## src/tsrc_pkg.sv

```systemverilog
// ---------------------------------------------------------------------------
// tsrc_pkg
// types, widths and pipeline latencies of the radical center block
// ---------------------------------------------------------------------------
package tsrc_pkg;

  // field widths
  localparam int C_W   = 32;
  localparam int R_W   = 31;
  localparam int THR_W = 16;
  localparam logic [THR_W-1:0] THR_RESET = 16'd1;

  localparam logic signed [C_W-1:0] C_MAX = 32'sh7FFF_FFFF;
  localparam logic signed [C_W-1:0] C_MIN = 32'sh8000_0000;

  // multiplier digit size
  localparam int MUL_DIG = 8;

  // datapath widths: differences, second order terms, fourth order terms, numerators, divisor
  localparam int W1 = C_W + 1;
  localparam int W3 = 70;
  localparam int W4 = 2 * W3 + 1;
  localparam int W5 = W4 + W1;
  localparam int W6 = W5 + 1;
  localparam int WN = W6 + 1;
  localparam int WD = W4 + 1;

  // quotient bits kept before saturation
  localparam int QW = 34;

  // latencies
  localparam int LAT1    = (W1 + MUL_DIG - 1) / MUL_DIG + 2;
  localparam int LAT3    = (W3 + MUL_DIG - 1) / MUL_DIG + 2;
  localparam int LAT5    = (W1 + MUL_DIG - 1) / MUL_DIG + 2;
  localparam int DIV_LAT = QW + 1;
  localparam int NV      = 6 + LAT1 + LAT3 + LAT5 + DIV_LAT;

  typedef struct packed {
    logic signed [C_W-1:0] center0_x;
    logic signed [C_W-1:0] center0_y;
    logic signed [C_W-1:0] center0_z;
    logic signed [C_W-1:0] center1_x;
    logic signed [C_W-1:0] center1_y;
    logic signed [C_W-1:0] center1_z;
    logic signed [C_W-1:0] center2_x;
    logic signed [C_W-1:0] center2_y;
    logic signed [C_W-1:0] center2_z;
    logic [R_W-1:0]        radius0;
    logic [R_W-1:0]        radius1;
    logic [R_W-1:0]        radius2;
  } in_t;

  typedef struct packed {
    logic signed [C_W-1:0] res_x;
    logic signed [C_W-1:0] res_y;
    logic signed [C_W-1:0] res_z;
    logic                  found;
  } out_t;

endpackage

```

## src/tsrc_mul.sv

```systemverilog
// ---------------------------------------------------------------------------
// tsrc_mul
// pipelined signed multiplier, one digit of the second operand per stage
// ---------------------------------------------------------------------------
module tsrc_mul #(
  parameter int WA = 33,
  parameter int WB = 33
) (
  input  logic                    clk,
  input  logic signed [WA-1:0]    a,
  input  logic signed [WB-1:0]    b,
  output logic signed [WA+WB-1:0] p
);

  localparam int DG  = tsrc_pkg::MUL_DIG;
  localparam int ND  = (WB + DG - 1) / DG;
  localparam int WBP = ND * DG;
  localparam int WAC = WA + WBP;
  localparam int WP  = WA + WB;

  logic [WA-1:0]  amag;
  logic [WB-1:0]  bmag;
  logic [WA-1:0]  ma_r  [ND+1];
  logic [WBP-1:0] mb_r  [ND+1];
  logic           sg_r  [ND+1];
  logic [WAC-1:0] acc_r [ND+1];
  logic [WP-1:0]  p_r;

  // magnitudes and sign
  assign amag = a[WA-1] ? -a : a;
  assign bmag = b[WB-1] ? -b : b;

  always_ff @(posedge clk) begin
    ma_r[0]  <= amag;
    mb_r[0]  <= WBP'(bmag);
    sg_r[0]  <= a[WA-1] ^ b[WB-1];
    acc_r[0] <= '0;
  end

  // one partial product per stage
  for (genvar k = 1; k <= ND; k++) begin : g_dig
    logic [WA+DG-1:0] pp;
    assign pp = ma_r[k-1] * mb_r[k-1][DG*k-1 -: DG];
    always_ff @(posedge clk) begin
      acc_r[k] <= acc_r[k-1] + (WAC'(pp) << (DG * (k - 1)));
      ma_r[k]  <= ma_r[k-1];
      mb_r[k]  <= mb_r[k-1];
      sg_r[k]  <= sg_r[k-1];
    end
  end

  // apply sign
  always_ff @(posedge clk) begin
    p_r <= WP'(sg_r[ND] ? -acc_r[ND] : acc_r[ND]);
  end

  assign p = p_r;

endmodule

```

## config.mk

```make
export PLATFORM = sky130hd
export DESIGN_NAME = tsrc_mul
export DESIGN_NICKNAME = d
export VERILOG_FILES = /design/src/tsrc_pkg.sv /design/src/tsrc_mul.sv
export SDC_FILE = /design/constraint.sdc
export NUM_CORES = 2
export LEC_CHECK = 0
export ABC_AREA = 1
export BUFFER_PORTS_ARGS = -buffer_cell sky130_fd_sc_hd__buf_2
export CORE_MARGIN = 2
export CORE_UTILIZATION = 56
export CTS_CLUSTER_SIZE = 25
export DETAILED_ROUTE_END_ITERATION = 10
export GPL_TIMING_DRIVEN = 0
export PLACE_DENSITY = 0.72
export SYNTH_ARGS = -nofsm -noshare
export SYNTH_HDL_FRONTEND = slang
export SYNTH_SLANG_ARGS = --single-unit
```

## constraint.sdc

```tcl
create_clock -name clk -period 9 [get_ports clk]
set_input_delay 0.45 -clock clk [delete_from_list [all_inputs] [get_ports clk]]
set_output_delay 0.45 -clock clk [all_outputs]
set_load 0.05 [all_outputs]
```

== Yosys cells after proc, flatten, opt, wreduce, memory -nomap -nowiden ==
Memories as Yosys holds them, arrays and structs flattened.
Index checks and enable logic that the tools add are counted.
Widths: inputs -> output; s select.

* Memories: 4
* Bits in writable memories: 882
* Memory bits (read-only): 0
* Output and inout port bits: 66
* Bits of input ports: 67
* Flip-flop bits (word level): 66
* Bits in latches: 0

* Shift-type cells: 0
* Bitwise logic cells: 1
* Divide/modulo/power cells: 0
* Reductions and logical operators: 0
* Equality and inequality tests: 0
* Add/sub/neg operators: 8
* Order comparisons: 0
* Multiplexer cells: 3
* Multiply operators: 5

{| class="wikitable"
|+ Memories
! memory !! depth !! width !! read ports !! clocked after Yosys merged registers in !! write ports !! line !! text
|-
| acc_r || 6 || 73 || 6 || 0 || 6 || tsrc_mul.sv:26 || <nowiki>logic [WAC-1:0] acc_r [ND+1];</nowiki>
|-
| mb_r || 6 || 40 || 5 || 0 || 6 || tsrc_mul.sv:24 || <nowiki>logic [WBP-1:0] mb_r [ND+1];</nowiki>
|-
| ma_r || 6 || 33 || 5 || 0 || 6 || tsrc_mul.sv:23 || <nowiki>logic [WA-1:0] ma_r [ND+1];</nowiki>
|-
| sg_r || 6 || 1 || 6 || 0 || 6 || tsrc_mul.sv:25 || <nowiki>logic sg_r [ND+1];</nowiki>
|}

{| class="wikitable"
|+ Operators by type and width
! kind !! count
|-
| $mul 33x8->41 || 5
|-
| $add 73x41->73 || 1
|-
| $add 73x49->73 || 1
|-
| $add 73x57->73 || 1
|-
| $add 73x65->73 || 1
|-
| $add 73x73->73 || 1
|-
| $mux 33 || 2
|-
| $mux 66 || 1
|-
| $neg 33->33 || 2
|-
| $neg 66->66 || 1
|-
| $xor 1x1->1 || 1
|}

== Longest topological paths before layout ==
* Depth after elaboration: 2
* Mapped depth: 38
* Mapped depth without buffers: 36

== Least setup slack after synthesis ==
Ideal clock, no wire load.

* Kind: reg-to-reg
* From: memory mb_r[2][23] (netlist bit)
* To: memory acc_r[3][54] (netlist bit)
* Setup slack: 3.058 ns
* Cell stages (with the launch flop): 35
* Arrival: 5.830 ns
* Setup time: 0.112 ns
* Required time: 8.888 ns
* Buffers on the path: 2
* Cell sequence: dfxtp_1 > clkbuf_1 > clkbuf_1 > nand2_1 > fa_1 > fa_1 > inv_1 > fa_1 > inv_1 > fa_1 > inv_1 > ha_1 > nand2_1 > inv_1 > nand2_1 > nand2_1 > nand2_1 > nand2_1 > nand2_1 > nand3_1 > a21oi_1 > o21ai_1 > a21o_1 > nand2_1 > nand2_1 > ha_1 > nand2_1 > nor2_1 > inv_1 > nor4_1 > nand3_1 > nand3_1 > nand2_1 > nand2_1 > nand2_1

{| class="wikitable"
|+ RTL lines
! what !! line
|-
| from (decl) || tsrc_mul.sv:24
|-
| to (decl) || tsrc_mul.sv:26
|}

==> results.sh <==
export IMPL_worst_r2r_endpoint="acc_r[2][49]"
export IMPL_antenna_found_initial=10
export IMPL_vias=51958
export IMPL_clk_latency_ns=0.69
export IMPL_whs_path_depth=2
export IMPL_dieArea_mm2=0.111
export IMPL_period_share=0.842
export IMPL_synth_area_top_cells="fa_1 25%, dfxtp_1 20%, nand2_1 14%"
export IMPL_rsz0062_at_grt="false"
export IMPL_num_io_pins=133
export IMPL_synth_compound_area_frac=0.0651
export IMPL_row_count=120
export IMPL_worst_pin_slew_ns=1.50
export IMPL_post_place_ws_ns=1.47
export IMPL_cts_root_buf="clkbuf_16"
export IMPL_worstPathMaxFanout=10
export IMPL_slew_headroom=0.000811
export IMPL_h_tree_depth=3
export IMPL_crit_top_cell="nand2_1"
export IMPL_routed_wl_um=187000
export IMPL_post_synth_top_count_cell="nand2_1"
export IMPL_finalSetupViolCount=0
export IMPL_grt_pass1_wl_um=290000
export IMPL_yosys_warnings=0
export IMPL_nNetsFinal=9760
export IMPL_drt_iter0_markers=4143
export IMPL_grt_usage=0.338
export IMPL_multi_input_area_mm2=0.0401
export IMPL_area_growth_pct=8.89
export IMPL_worstSetupEndpointType="flop"
export IMPL_firstDrtPassIters=10
export IMPL_ys_async_sr_fraction=0
export IMPL_fmax_mhz=132
export IMPL_ys_ff_latch=605
export IMPL_postPlaceCellArea_mm2=0.0633
export IMPL_grt_overflow=0
export IMPL_synth_nets=9513
export IMPL_crit_type="reg2reg"
export IMPL_synth_top_family_by_area="adder cells"
export IMPL_max_cap_violations=1
export IMPL_clockBufferDepth=3
export IMPL_slowest_stage="clkbuf_1"
export IMPL_crit_arrival_ns=8.10
export IMPL_gp_congestion=0.996
export IMPL_drive_gt1_frac=0.0461
export IMPL_netlist_area_mm2=0.0609
export IMPL_hold_start="b[19]"
export IMPL_grt_max_degree=16
export IMPL_start_util=0.566
export IMPL_wire_per_inst_um=18.7
export IMPL_slew_violations=0
export IMPL_layout_setup_ws_ns=1.42
export IMPL_floorplan_core_area_mm2=0.108
export IMPL_tns_ns=0
export IMPL_die_y_um=334
export IMPL_die_width_um=334
export IMPL_crit_path_start_kind="flop"
export IMPL_antenna_left=0
export IMPL_drc=0
export IMPL_reg2reg_from="mb_r[1][10]"
export IMPL_cts_buffers=69
export IMPL_crit_path_max_incr_delay_ns=0.57
export IMPL_regArea_mm2=0.0121
export IMPL_min_path_type="in2reg"
export IMPL_yosysTopAreaCell="fa_1"
export IMPL_cts_tree="built"
export IMPL_synth_cell_types=56
export IMPL_reg2reg_slack_ns=1.42
export IMPL_yosysTopAreaCellShare=0.246
export IMPL_worst_ep_required_time_ns=9.52
export IMPL_synth_common_cells="2243 x nand2_1, 1997 x inv_1, 748 x fa_1, 605 x dfxtp_1, 519 x nor2_1"
export IMPL_synth_edf_count=0
export IMPL_yosys_area_share_simple=0.210
export IMPL_cts_reportedPaths_clkPinSlew_ns=0.06
export IMPL_fill_cells=10046
export IMPL_synth_seq_area_share=0.199
export IMPL_synthCells=8292
export IMPL_violations="max-capacitance violations"
export IMPL_synth_area_mux_share=0
export IMPL_min_period_ns=7.58
export IMPL_synthXorXnorAreaFrac=0.0542
export IMPL_min_to="mb_r[0][19]"
export IMPL_avgSynthCellArea_um2=7.34
export IMPL_vias_per_cell=5.20
export IMPL_status="finished with violations"
export IMPL_hpwl_um=159000
export IMPL_synth_fa_ha_area_frac=0.329
export IMPL_hold_violations=0
export IMPL_synth_ff_type="dfxtp_1"
export IMPL_r2r_cells=29
export IMPL_cts_sinks=605
export IMPL_finalClockSkew_ns=0.0641
export IMPL_grt_pass1_vias=52680
export IMPL_design_area_mm2=0.0663
export IMPL_io_buffers=132
logic make-up after synthesis:
group | after synthesis
simple gates | 3181
buf+inv | 2276
fa+ha+maj | 1154
compound gates | 699
flops | 605
xor+xnor | 377
layout make-up:
class,count,area share
repair buffers,176,0.0166
clock buffers,82,0.0280
multi-input cells,5411,0.605
clock inverters,44,0.0104
flip-flops and latches,605,0.183
plain buffers,277,0.0174
well taps,1403,0.0265
inverters,1999,0.113
diodes,3,0.000113
how the worst max path moves through the flow:
stage / start / end / depth (start not counted)
3_5_place_dp: mb_r[3][31] / acc_r[4][62] / 28
5_1_grt: mb_r[1][10] / acc_r[2][49] / 32
4_1_cts: mb_r[3][31] / acc_r[4][62] / 28
6_report: mb_r[1][10] / acc_r[2][49] / 29
3_3_place_gp: mb_r[3][31] / acc_r[4][62] / 28
2_1_floorplan: mb_r[2][23] / acc_r[3][54] / 34
cell usage in the layout, fill, tap and decap left out, types with 10 or more instances in the layout:
| cell | synthesis | routed |
|---|---|---|
| a21o_1 | 44 | 44 |
| a21oi_1 | 299 | 299 |
| a31oi_1 | 75 | 75 |
| buf_2 | 0 | 132 |
| clkbuf_1 | 198 | 203 |
| clkbuf_16 | 0 | 69 |
| clkbuf_2 | 74 | 74 |
| dfxtp_1 | 605 | 605 |
| dlygate4sd3_1 | 0 | 44 |
| fa_1 | 748 | 748 |
| ha_1 | 406 | 406 |
| inv_1 | 1997 | 1997 |
| nand2_1 | 2243 | 2243 |
| nand2_2 | 18 | 18 |
| nand3_1 | 188 | 188 |
| nand4_1 | 64 | 64 |
| nor2_1 | 519 | 519 |
| nor2_2 | 10 | 10 |
| nor3_1 | 55 | 55 |
| nor4_1 | 38 | 38 |
| o21ai_0 | 173 | 173 |
| o21ai_1 | 14 | 14 |
| o21bai_1 | 44 | 44 |
| xnor2_1 | 123 | 123 |
| xor2_1 | 254 | 254 |
worst max-delay path: cells and delay by family (launching register included):
family	cells	cell delay, ns
adder cells (fa/ha/maj)	6	2.70
AO/OA/AOI/OAI	2	0.35
flip-flops	1	0.30
AND/OR/NAND/NOR	14	2.35
buffers and inverters	6	1.34
XOR/XNOR	1	0.36
sequential cells by signal (all words and copies together) (netlist names):
| name | flops |
|---|---|
| acc_r | 283 |
| ma_r | 165 |
| mb_r | 85 |
| p | 66 |
| sg_r | 6 |
metal layers:
layer / track usage / vias up / wire, um
met1: 0.414 / 24708 / 74600
met2: 0.575 / 1791 / 87900
li1: - / 25032 / -
met3: 0.0453 / 427 / 12100
met5: 0 / - / 0
met4: 0.191 / 0 / 12300
metrics by stage:
stage	std cells	hold slack, ns	util
global placement	9827	0.311	0.589
global route	9997	0.0264	0.617
finish	10000	0.0329	0.617
detailed placement	9827	0.312	0.589
floorplan	8292	0.310	-
CTS	9997	0.000509	0.617
repair_timing:
action,4_1_cts,5_1_grt
setup buffers,0,0
hold endpoints to repair,45,0
setup endpoints to repair,0,0
hold buffers,44,0
resized for setup,0,0
Power is not shown: default switching activity piles up to over one toggle a cycle in this logic, so the estimate is an artifact.
